**config.mk**
```make
export PLATFORM = sky130hd
export DESIGN_NAME = audio_stream_pacer
export DESIGN_NICKNAME = d
export VERILOG_FILES = /design/src/hdl/asp_pkg.sv /design/src/hdl/asp_muldiv.sv /design/src/hdl/audio_stream_pacer.sv
export SDC_FILE = /design/constraint.sdc
export NUM_CORES = 2
export LEC_CHECK = 0
export CAP_MARGIN = 20
export CORE_UTILIZATION = 60
export CTS_CLUSTER_DIAMETER = 100
export DETAILED_ROUTE_END_ITERATION = 7
export DONT_BUFFER_PORTS = 1
export PLACE_DENSITY = 0.76
export SETUP_SLACK_MARGIN = 0.1
export SKIP_CTS_REPAIR_TIMING = 1
export SYNTH_ARGS = -nofsm -noshare
export SYNTH_HDL_FRONTEND = slang
export SYNTH_SLANG_ARGS = --single-unit
```
**constraint.sdc**
```tcl
create_clock -name i_clk -period 9.12 [get_ports i_clk]
set_input_delay 0.456 -clock i_clk [delete_from_list [all_inputs] [get_ports i_clk]]
set_output_delay 0.456 -clock i_clk [all_outputs]
set_load 0.05 [all_outputs]
```
**src/hdl/asp_pkg.sv**
```systemverilog
// asp_pkg: shared types and constants for the audio stream pacer.
// Used by asp_muldiv and audio_stream_pacer; depends on nothing.

package asp_pkg;

    localparam int RING_BITS = 16;
    localparam logic [16:0] RING_FRAMES = 17'd65536;
    localparam logic [11:0] CHUNK_LEN_MAX = 12'd2048;
    localparam logic [31:0] TARGET_FRAMES = 32'd4096;
    localparam logic [1:0] MAX_RESULTS = 2'd3;

    localparam logic [17:0] SRATE_RESET = 18'd44100;
    localparam logic [31:0] TRATE_RESET = 32'd1000;

    localparam logic [7:0] REG_SAMPLE_RATE = 8'd0;
    localparam logic [7:0] REG_TICK_RATE = 8'd1;

    localparam logic CMD_QUERY = 1'b0;
    localparam logic CMD_SUBMIT = 1'b1;
    localparam logic KIND_POSITION = 1'b0;
    localparam logic KIND_CHUNK = 1'b1;

    localparam int DIV_STEPS = 64;

    // request to the multiply/divide unit
    typedef struct packed {
        logic        start;
        logic [31:0] rem;      // remainder carried in, accumulator seed
        logic [63:0] diff;     // elapsed ticks
        logic [17:0] srate;    // frames per second
        logic [31:0] divisor;  // ticks per second, never zero
    } t_md_req;

    typedef struct packed {
        logic        done;
        logic [63:0] quot;
        logic [31:0] rem;
    } t_md_rsp;

endpackage

```
**src/hdl/asp_muldiv.sv**
```systemverilog
// asp_muldiv: shared 65-bit adder run as shift-add multiplier, then as
// restoring divider: (rem + diff * srate) / divisor, one bit per cycle.
// Depends on asp_pkg.

module asp_muldiv
    import asp_pkg::*;
(
    input  logic    i_clk,
    input  logic    i_rst_n,
    input  t_md_req i_req,
    output t_md_rsp o_rsp
);

    typedef enum logic [1:0] {P_IDLE, P_MUL, P_DIV} t_phase;

    t_phase      r_phase;
    logic [63:0] r_acc;     // product accumulator, then dividend/quotient shifter
    logic [63:0] r_mcand;
    logic [17:0] r_mplier;
    logic [31:0] r_div;
    logic [31:0] r_part;    // partial remainder
    logic [5:0]  r_cnt;
    logic        r_done;

    logic [63:0] add_a;
    logic [63:0] add_b;
    logic        add_sub;
    logic [64:0] sum;
    logic [32:0] shifted;
    logic        ge;

    assign shifted = {r_part, r_acc[63]};

    always_comb begin
        add_a   = '0;
        add_b   = '0;
        add_sub = 1'b0;
        unique case (r_phase)
            P_MUL: begin
                add_a = r_acc;
                add_b = r_mplier[0] ? r_mcand : 64'd0;
            end
            P_DIV: begin
                add_a   = {31'd0, shifted};
                add_b   = {32'd0, r_div};
                add_sub = 1'b1;
            end
            default: begin
                add_a = '0;
            end
        endcase
        sum = {1'b0, add_a} + {1'b0, (add_sub ? ~add_b : add_b)} + {64'd0, add_sub};
    end

    // carry out of a + ~b + 1 means a >= b
    assign ge = sum[64];

    always_ff @(posedge i_clk) begin
        if (!i_rst_n) begin
            r_phase <= P_IDLE;
            r_done  <= 1'b0;
        end else begin
            r_done <= (r_phase == P_DIV) && (r_cnt == 6'(DIV_STEPS - 1));
            unique case (r_phase)
                P_IDLE: begin
                    if (i_req.start) begin
                        r_acc    <= {32'd0, i_req.rem};
                        r_mcand  <= i_req.diff;
                        r_mplier <= i_req.srate;
                        r_div    <= i_req.divisor;
                        r_phase  <= P_MUL;
                    end
                end
                P_MUL: begin
                    if (r_mplier == 18'd0) begin
                        r_part  <= '0;
                        r_cnt   <= '0;
                        r_phase <= P_DIV;
                    end else begin
                        r_acc    <= sum[63:0];
                        r_mcand  <= {r_mcand[62:0], 1'b0};
                        r_mplier <= {1'b0, r_mplier[17:1]};
                    end
                end
                P_DIV: begin
                    r_part <= ge ? sum[31:0] : shifted[31:0];
                    r_acc  <= {r_acc[62:0], ge};
                    r_cnt  <= r_cnt + 6'd1;
                    if (r_cnt == 6'(DIV_STEPS - 1)) begin
                        r_phase <= P_IDLE;
                    end
                end
                default: begin
                    r_phase <= P_IDLE;
                end
            endcase
        end
    end

    assign o_rsp.done = r_done;
    assign o_rsp.quot = r_acc;
    assign o_rsp.rem  = r_part;

endmodule

```
**src/hdl/audio_stream_pacer.sv**
```systemverilog
// audio_stream_pacer: top level; cursor tracking, chunk sequencer, output register.
// Depends on asp_pkg and asp_muldiv.
//
//  channel | valid       | ready       | word
//  --------+-------------+-------------+-------------------------------------------
//  input   | i_in_valid  | o_in_ready  | command, now_tick, mixer_playing, ...
//  output  | o_out_valid | i_out_ready | kind, chunk_start, chunk_len, ...
//  config  | i_cfg_valid | o_cfg_ready | i_cfg_index, i_cfg_data
//
// An item that advances the played cursor through time runs the multiply/divide
// unit: up to 18 multiply steps (one per sample_rate bit), a handover to the
// divider, then 64 divide steps, before a query word loads. Otherwise the cursor
// is updated in S_ADV alone. A submit passes S_CHUNK and S_EMIT per chunk word,
// S_CHUNK alone if it makes none. One item at a time; o_in_ready is high while
// the sequencer is idle, even if the last word still waits in the output register.
// A stalled output holds the sequencer.
// Reset is synchronous.

module audio_stream_pacer
    import asp_pkg::*;
(
    input  logic        i_clk,
    input  logic        i_rst_n,

    input  logic        i_in_valid,
    output logic        o_in_ready,
    input  logic        i_command,
    input  logic [63:0] i_now_tick,
    input  logic        i_mixer_playing,
    input  logic [31:0] i_painted_frames,
    input  logic        i_queue_ready,

    output logic        o_out_valid,
    input  logic        i_out_ready,
    output logic        o_kind,
    output logic [15:0] o_chunk_start,
    output logic [11:0] o_chunk_len,
    output logic [16:0] o_sample_position,
    output logic        o_last,

    input  logic        i_cfg_valid,
    output logic        o_cfg_ready,
    input  logic [7:0]  i_cfg_index,
    input  logic [31:0] i_cfg_data
);

    typedef enum logic [2:0] {S_IDLE, S_ADV, S_WAIT, S_POST, S_CHUNK, S_EMIT} t_state;

    t_state      r_state;
    logic [17:0] r_srate;
    logic [31:0] r_trate;
    logic [31:0] r_p;        // played cursor
    logic [31:0] r_q;        // queued cursor
    logic [63:0] r_last_tick;
    logic [31:0] r_rem;      // remainder of the last divide, below the divisor it used

    logic        r_cmd;
    logic [63:0] r_now;
    logic        r_playing;
    logic [31:0] r_painted;
    logic        r_qready;

    logic [1:0]  r_n;
    logic [11:0] r_chunk;
    logic [31:0] r_qb;
    logic [31:0] r_avail;
    logic        r_md_start;
    logic [63:0] r_md_diff;

    logic        r_ov;
    logic        r_kind;
    logic [15:0] r_start;
    logic [11:0] r_frames;
    logic [16:0] r_spos;
    logic        r_olast;

    t_md_req     md_req;
    t_md_rsp     md_rsp;

    logic        out_free;
    logic        load_word;
    logic [31:0] buffered;
    logic        buf_le0;
    logic        clamp;
    logic [16:0] spos;
    logic [31:0] avail;
    logic        avail_pos;
    logic        below_target;
    logic [16:0] to_end;
    logic [11:0] chunk;
    logic [31:0] qb_new;
    logic [31:0] av_new;
    logic        last_nxt;

    asp_muldiv u_muldiv (
        .i_clk   (i_clk),
        .i_rst_n (i_rst_n),
        .i_req   (md_req),
        .o_rsp   (md_rsp)
    );

    assign md_req.start   = r_md_start;
    assign md_req.rem     = r_rem;
    assign md_req.diff    = r_md_diff;
    assign md_req.srate   = r_srate;
    assign md_req.divisor = (r_trate == 32'd0) ? 32'd1 : r_trate;

    assign out_free  = !r_ov || i_out_ready;
    assign load_word = out_free && (((r_state == S_POST) && (r_cmd == CMD_QUERY))
                                    || (r_state == S_EMIT));
    assign buffered = r_q - r_p;
    assign buf_le0  = buffered[31] || (buffered == 32'd0);
    assign clamp    = (|md_rsp.quot[63:32]) || (md_rsp.quot[31:0] > buffered);
    assign spos     = {r_p[RING_BITS-1:0], 1'b0};

    assign avail        = r_painted - r_q;
    assign avail_pos    = !avail[31] && (avail != 32'd0);
    assign below_target = $signed(buffered) < $signed(TARGET_FRAMES);
    assign to_end       = RING_FRAMES - {1'b0, r_q[RING_BITS-1:0]};

    always_comb begin
        chunk = CHUNK_LEN_MAX;
        if (avail < {20'd0, CHUNK_LEN_MAX}) begin
            chunk = avail[11:0];
        end
        if (to_end < {5'd0, chunk}) begin
            chunk = to_end[11:0];
        end
    end

    // will the sequencer stop after this chunk?
    assign qb_new   = r_qb + {20'd0, r_chunk};
    assign av_new   = r_avail - {20'd0, r_chunk};
    assign last_nxt = (r_n == MAX_RESULTS - 2'd1)
                   || !($signed(qb_new) < $signed(TARGET_FRAMES))
                   || av_new[31] || (av_new == 32'd0);

    always_ff @(posedge i_clk) begin
        if (!i_rst_n) begin
            r_state     <= S_IDLE;
            r_srate     <= SRATE_RESET;
            r_trate     <= TRATE_RESET;
            r_p         <= '0;
            r_q         <= '0;
            r_last_tick <= '0;
            r_rem       <= '0;
            r_n         <= '0;
            r_ov        <= 1'b0;
            r_md_start  <= 1'b0;
        end else begin
            r_md_start <= (r_state == S_ADV) && !buf_le0 && r_playing;
            if (load_word) begin
                r_ov <= 1'b1;
            end else if (i_out_ready) begin
                r_ov <= 1'b0;
            end
            if (i_cfg_valid) begin
                unique case (i_cfg_index)
                    REG_SAMPLE_RATE: r_srate <= i_cfg_data[17:0];
                    REG_TICK_RATE:   r_trate <= i_cfg_data;
                    default: ;
                endcase
            end
            unique case (r_state)
                S_IDLE: begin
                    if (i_in_valid) begin
                        r_cmd     <= i_command;
                        r_now     <= i_now_tick;
                        r_playing <= i_mixer_playing;
                        r_painted <= i_painted_frames;
                        r_qready  <= i_queue_ready;
                        r_state   <= S_ADV;
                    end
                end
                S_ADV: begin
                    r_last_tick <= r_now;
                    if (buf_le0 || !r_playing) begin
                        r_p     <= r_q;
                        r_rem   <= '0;
                        r_state <= S_POST;
                    end else begin
                        // a zero last tick means not started: no time has passed
                        r_md_diff  <= (r_last_tick == 64'd0) ? 64'd0 : r_now - r_last_tick;
                        r_state    <= S_WAIT;
                    end
                end
                S_WAIT: begin
                    if (md_rsp.done) begin
                        if (clamp) begin
                            r_p   <= r_q;
                            r_rem <= '0;
                        end else begin
                            r_p   <= r_p + md_rsp.quot[31:0];
                            r_rem <= md_rsp.rem;
                        end
                        r_state <= S_POST;
                    end
                end
                S_POST: begin
                    if (r_cmd == CMD_QUERY) begin
                        if (out_free) begin
                            r_kind   <= KIND_POSITION;
                            r_start  <= '0;
                            r_frames <= '0;
                            r_spos   <= spos;
                            r_olast  <= 1'b1;
                            r_state  <= S_IDLE;
                        end
                    end else begin
                        if (buffered[31]) begin
                            r_q <= r_p;
                        end
                        r_n     <= '0;
                        r_state <= S_CHUNK;
                    end
                end
                S_CHUNK: begin
                    if (below_target && avail_pos && r_qready && r_n != MAX_RESULTS) begin
                        r_chunk <= chunk;
                        r_qb    <= buffered;
                        r_avail <= avail;
                        r_state <= S_EMIT;
                    end else begin
                        r_state <= S_IDLE;
                    end
                end
                S_EMIT: begin
                    if (out_free) begin
                        r_kind   <= KIND_CHUNK;
                        r_start  <= r_q[RING_BITS-1:0];
                        r_frames <= r_chunk;
                        r_spos   <= spos;
                        r_olast  <= last_nxt;
                        r_q      <= r_q + {20'd0, r_chunk};
                        r_n      <= r_n + 2'd1;
                        if (r_last_tick == 64'd0) begin
                            r_rem <= '0;
                        end
                        r_state  <= last_nxt ? S_IDLE : S_CHUNK;
                    end
                end
                default: begin
                    r_state <= S_IDLE;
                end
            endcase
        end
    end

    assign o_in_ready        = (r_state == S_IDLE);
    assign o_cfg_ready       = 1'b1;
    assign o_out_valid       = r_ov;
    assign o_kind            = r_kind;
    assign o_chunk_start     = r_start;
    assign o_chunk_len       = r_frames;
    assign o_sample_position = r_spos;
    assign o_last            = r_olast;

endmodule

```
# Yosys cells after proc, flatten, opt, wreduce, memory -nomap -nowiden
# Index checks and enable logic that the tools add are counted.
# op_classes
addsub,12
magnitude_cmp,5
n_eq_ne,25
mux,71
bitwise_logic,3
n_reduce_logical,56
# ops
op,n
two-way mux 32 bit,13
two-way mux 64 bit,6
case mux 64 bit (2 select lines),3
case mux 32 bit (2 select lines),3
case mux 64 bit (3 select lines),1
logical NOT 32 bit,3
case mux 32 bit (3 select lines),1
adder 64 x 64 -> 65 bit,1
adder 65 x 1 -> 65 bit,1
adder 32 x 12 -> 32 bit,2
logical NOT 64 bit,1
"< comparator 32 x 14 -> 1 bit, second input constant",2
inverter 64 bit,1
subtractor 32 bit,2
subtractor 64 bit,1
two-way mux 12 bit,5
two-way mux 16 bit,3
two-way mux 18 bit,2
case mux 18 bit (2 select lines),1
two-way mux 17 bit,2
case mux 17 bit (2 select lines),1
adder 32 bit,1
> comparator 32 bit,1
"< comparator 32 x 12 -> 1 bit, second input constant",1
other kinds (42),114
# word_totals
regBits,722
out_inout_bits,50
elab_cells,204

# Longest topological paths before layout
# depth
ltp_word,9
ltp_mapped,29

# By module
# A second synthesis with hierarchy kept.
# hier_totals
cells_unflattened,5012
area_unflattened_um2,46100.5
# modules_own_cells
mod,instances,cells_per_inst,area_per_inst_um2
audio_stream_pacer,1,3467,31102.3
asp_muldiv,1,1545,14998.1

# Worst setup path after synthesis
# No wires, ideal clock.
# synth_timing
kind,flip-flop to flip-flop
startpoint,reg r_q[0]
endpoint,"reg r_avail[0], enable pin"
arrival_ns,6.244
setup_slack_ns,2.365
stages_incl_launch_ff,16
period_less_slack_ns,6.755
path_cell_list,dfxtp_1 inv_1 ha_1 inv_1 fa_1 a21o_1 a22o_1 o211ai_1 a21oi_1 o22ai_2 nor3_1 a311o_1 or3_1 nor3_1 o221ai_1 nor2_1
# synth_rtl
item,line_no,source
start: declaration,audio_stream_pacer.sv:53,logic [31:0] r_q;
start signal: assignment,audio_stream_pacer.sv:211,r_q <= r_p;
start signal: assignment,audio_stream_pacer.sv:234,"r_q <= r_q + {20'd0, r_chunk};"
subtractor 32 bit,audio_stream_pacer.sv:111,assign buffered = r_q - r_p;
net buffered[30],audio_stream_pacer.sv:82,logic [31:0] buffered;
< comparator 32 x 14 -> 1 bit,audio_stream_pacer.sv:118,assign below_target = $signed(buffered) < $signed(TARGET_FRAMES);
logical AND 1 bit (3 in series),audio_stream_pacer.sv:218,if (below_target && avail_pos && r_qready && r_n != MAX_RESULTS) begin
AND reduction 3 bit (no source line),-,
end signal: assignment,audio_stream_pacer.sv:221,r_avail <= avail;
end: declaration,audio_stream_pacer.sv:66,logic [31:0] r_avail;
# The timed path passes the listed nets, and every way through them passes these cells.
# A chain may end at the register's enable or synchronous reset.

# Final worst setup path
# layout_timing
startpoint,reg r_q[0]
endpoint,"reg r_chunk[0], data pin"
# layout_between
elab_chain_cells,5
# layout_lines
item,line_no,source
subtractor 32 bit (*),audio_stream_pacer.sv:116,assign avail = r_painted - r_q;
net avail[16],audio_stream_pacer.sv:86,logic [31:0] avail;
< comparator 32 x 12 -> 1 bit (*),audio_stream_pacer.sv:123,"if (avail < {20'd0, CHUNK_LEN_MAX}) begin"
two-way mux 12 bit (*),audio_stream_pacer.sv:123,
< comparator 17 x 12 -> 1 bit,audio_stream_pacer.sv:126,"if (to_end < {5'd0, chunk}) begin"
two-way mux 12 bit (*),audio_stream_pacer.sv:126,
net chunk[0],audio_stream_pacer.sv:90,logic [11:0] chunk;
end signal: assignment,audio_stream_pacer.sv:219,r_chunk <= chunk;
end: declaration,audio_stream_pacer.sv:64,logic [11:0] r_chunk;
# The timed path passes the listed nets; every way through them passes the cells marked *.

==> results.md <==
- Core box area: roughly 0.073 mm^2
- Synthesized Nets: 5,310
- Routed WL: about 130,000 um
- Worst Setup Path Type: flip-flop to flip-flop
- Simple-Gate Fraction of Synth Area: 16.7%
- CTS Buf Count: 79
- Crit path DAT: between 7000 and 8000 ps
- Die height: 275 um
- Slew Viols, Final: 0
- # H-tree levels: 3
- Ranking of synthesized cells by area: edfxtp_1, dfxtp_1, ha_1, a21oi_1, nand2_1
- Largest net degree at the start of global routing: about 100
- Post-Syn Instances: 4,854
- FF+latch area: around 0.02 mm^2
- Endpoints failing hold: 4
- Total of max-cap violations: 0
- Slew headroom: 17.8%
- First-pass GRT wire length: approximately 190,000 um
- Asr flop ratio synth: 0%
- Post-synth EDFFs: between 500 and 600
- Effective utilization at floorplan: 61.0%
- CP Max Fanout: 12
- Slowest CP cell: o21ai_2
- WHS: -29.6 ps
- Sequential area share after synthesis: 43.4%
- Filler Cell Count: a little under 6,000
- CTS tree: yes
- Ys Warns: 0
- Most instantiated library cell after synthesis: nand2_1
- CP peak stage delay: about 700 ps
- Area growth from synthesis to layout: 10.6%
- Row Count: 99
- Synth Flop Type: edfxtp_1
- Leakage: 18.6 nW
- Worst-margin pin slew: 1220 ps
- Multiplexer share of the synthesized area: under 10%
- Clk_lat worst skew: 660 ps
- #FFs+latches synth: 721
- Avg WL per Cell: 21.4 um
- Critical path endpoint category: flip-flop
- Area of the multi-input gates: 0.0234 mm^2
- Post-synthesis cell type count: 91
- Synth Area in XOR/XNOR: under 10%
- Total negative slack: 0 ps
- Clock transition at path regs: 60 ps
- Status: complete, but fails checks
- Nets: 5,295
- Main combinational cell family by area after synthesis: compound AO/OA/AOI/OAI gates
- Final Skew: approximately 43 ps
- Die Area: 0.0757 mm^2
- Worst path bufs/invs: 1
- Sinks on the clock net: 721
- Synth Area per Inst: 9.22 um^2
- Crit path max-delay family: simple AND/OR/NAND/NOR gates
- Die width: between 200 and 300 um
- RSZ-0062 raised after global routing: false
- Via count: roughly 37,000
- Top cell type's share of synthesized area: 33.6%
- CP startpoint kind: flip-flop
- GRT Total Usage: 31.8%
- Vias per cell: ~6.3
- Peak VDD IR: between 0.0002 and 0.00025 V
- Post-synth top cells: nand2_1, edfxtp_1, a21oi_1
- Initial antenna violation count: 2
- Synth Area in Adders: 8.84%
- Failing checks: DRC, hold timing
- Clock Root Buffer: clkbuf_16
- Number of buffers added on ports: 0
- Worst EP required: 9520 ps
- Fmax: around 0.13 GHz
- Residual DRC count: 7
- Cell Area, Placed: 0.0454 mm^2
- DP HPWL: 90,900 um
- GRT overflow: 0
- Synth Area in Compound Gates: 18.3%
- Area leader, netlist: edfxtp_1
- Fin crit share: 82.7%
- Vias in the first global route: 33,720
- Drt pass-1 iters: 8
- DR iter-0 viols: approximately 3,300
- Hold Crit Class: input port to flip-flop
- Ports: approximately 190
- Fraction of final layout cells sized beyond drive strength 1: about 6.3%
- Final ANT Viol Nets: 0
- GP Congestion: 0.949
- Clock buffer depth: 3
- Final Setup Violations: 0
- Pwr Density: 254 mW/mm^2
- Period minus WS final: 7540 ps
- Final Instance Area: between 0.04 and 0.05 mm^2
- Synthesized area: 0.0448 mm^2
-- where the power goes --
part	leakage, nW	internal (mW)	switching, mW
registers	6.29	3.95	0.309
logic	10.9	1.86	3.00
clock network	1.35	2.01	1.42
total	18.6	7.83	4.73
-- per-layer routing --
metal  track usage (%)  vias up  share of wire, %
met4              17.4        0               5.8
met1              38.3    17535                39
met5                 0        -                 0
met2              54.9     1357                49
li1                  -    17623                 -
met3              4.42      341               5.8
-- worst paths after layout --
kind	start	to	slack, ps	depth (start not counted)
max	r_q[0]$_SDFFE_PN0P_	r_chunk[0]$_DFFE_PP_	1580	26
min	i_cfg_data[16]	r_srate[16]$_SDFFE_PN0P_	-30	2
max reg2reg	r_q[0]$_SDFFE_PN0P_	r_chunk[0]$_DFFE_PP_	1580	26
min reg2reg	r_trate[29]$_SDFFE_PN0P_	u_muldiv.r_div[29]$_SDFFCE_PN0P_	460	0
-- worst reg2reg max path: cells and delay by family (launching register included) --
| kind | cells | cell delay [ps] |
|---|---|---|
| adder cells (fa/ha/maj) | 3 | 1010 |
| flip-flops | 1 | 520 |
| AND/OR/NAND/NOR | 10 | 2770 |
| buffers and inverters | 1 | 60 |
| AO/OA/AOI/OAI | 10 | 2390 |
| multiplexers | 1 | 390 |
| XOR/XNOR | 1 | 160 |
-- placed cells by master (no fill, tap or decap), types with 132 or more instances in the layout --
cell / n
ha_1: 302
dfxtp_1: 220
dlygate4sd3_1: 132
o21ai_0: 243
inv_1: 268
nor2_1: 361
edfxtp_1: 501
nand3_1: 165
a21oi_1: 454
xnor2_1: 160
nand2_1: 581
-- kinds of logic after synthesis --
family | Yosys count
simple gates | 1604
buf+inv | 534
fa+ha+maj | 312
xor+xnor | 255
compound gates | 1296
mux | 130
other cells | 2
flops | 721
-- final cells by class --
cell class,instances,area share (%)
timing repair buffer,168,3.25
clock buffer,105,4.50
tap,959,2.42
inverter,270,2.06
multi-input combinational,3599,47.3
sequential,721,39.3
clock inverter,42,1.14
antenna,1,0.00505
-- stage by stage --
step	worst slack (ps)	power, mW	std cells	hold slack [ps]	utilization (%)
global placement	1750	8.95	5583	443	61.9
detailed placement	1650	9.05	5583	442	61.9
floorplan	2370	7.79	4854	437	-
CTS	1660	12.5	5730	-136	65.7
global route	1220	13.2	5865	-12.6	67.5
finish	1580	12.6	5865	-29.6	67.5
-- registers in the layout (all words and copies together), names as in the netlist, 64 cells and up --
| name | flops |
|---|---|
| r_last_tick | 64 |
| r_md_diff | 64 |
| r_now | 64 |
| u_muldiv.r_acc | 64 |
| u_muldiv.r_mcand | 64 |
No activity file was read; power rests on OpenSTA's default activity.
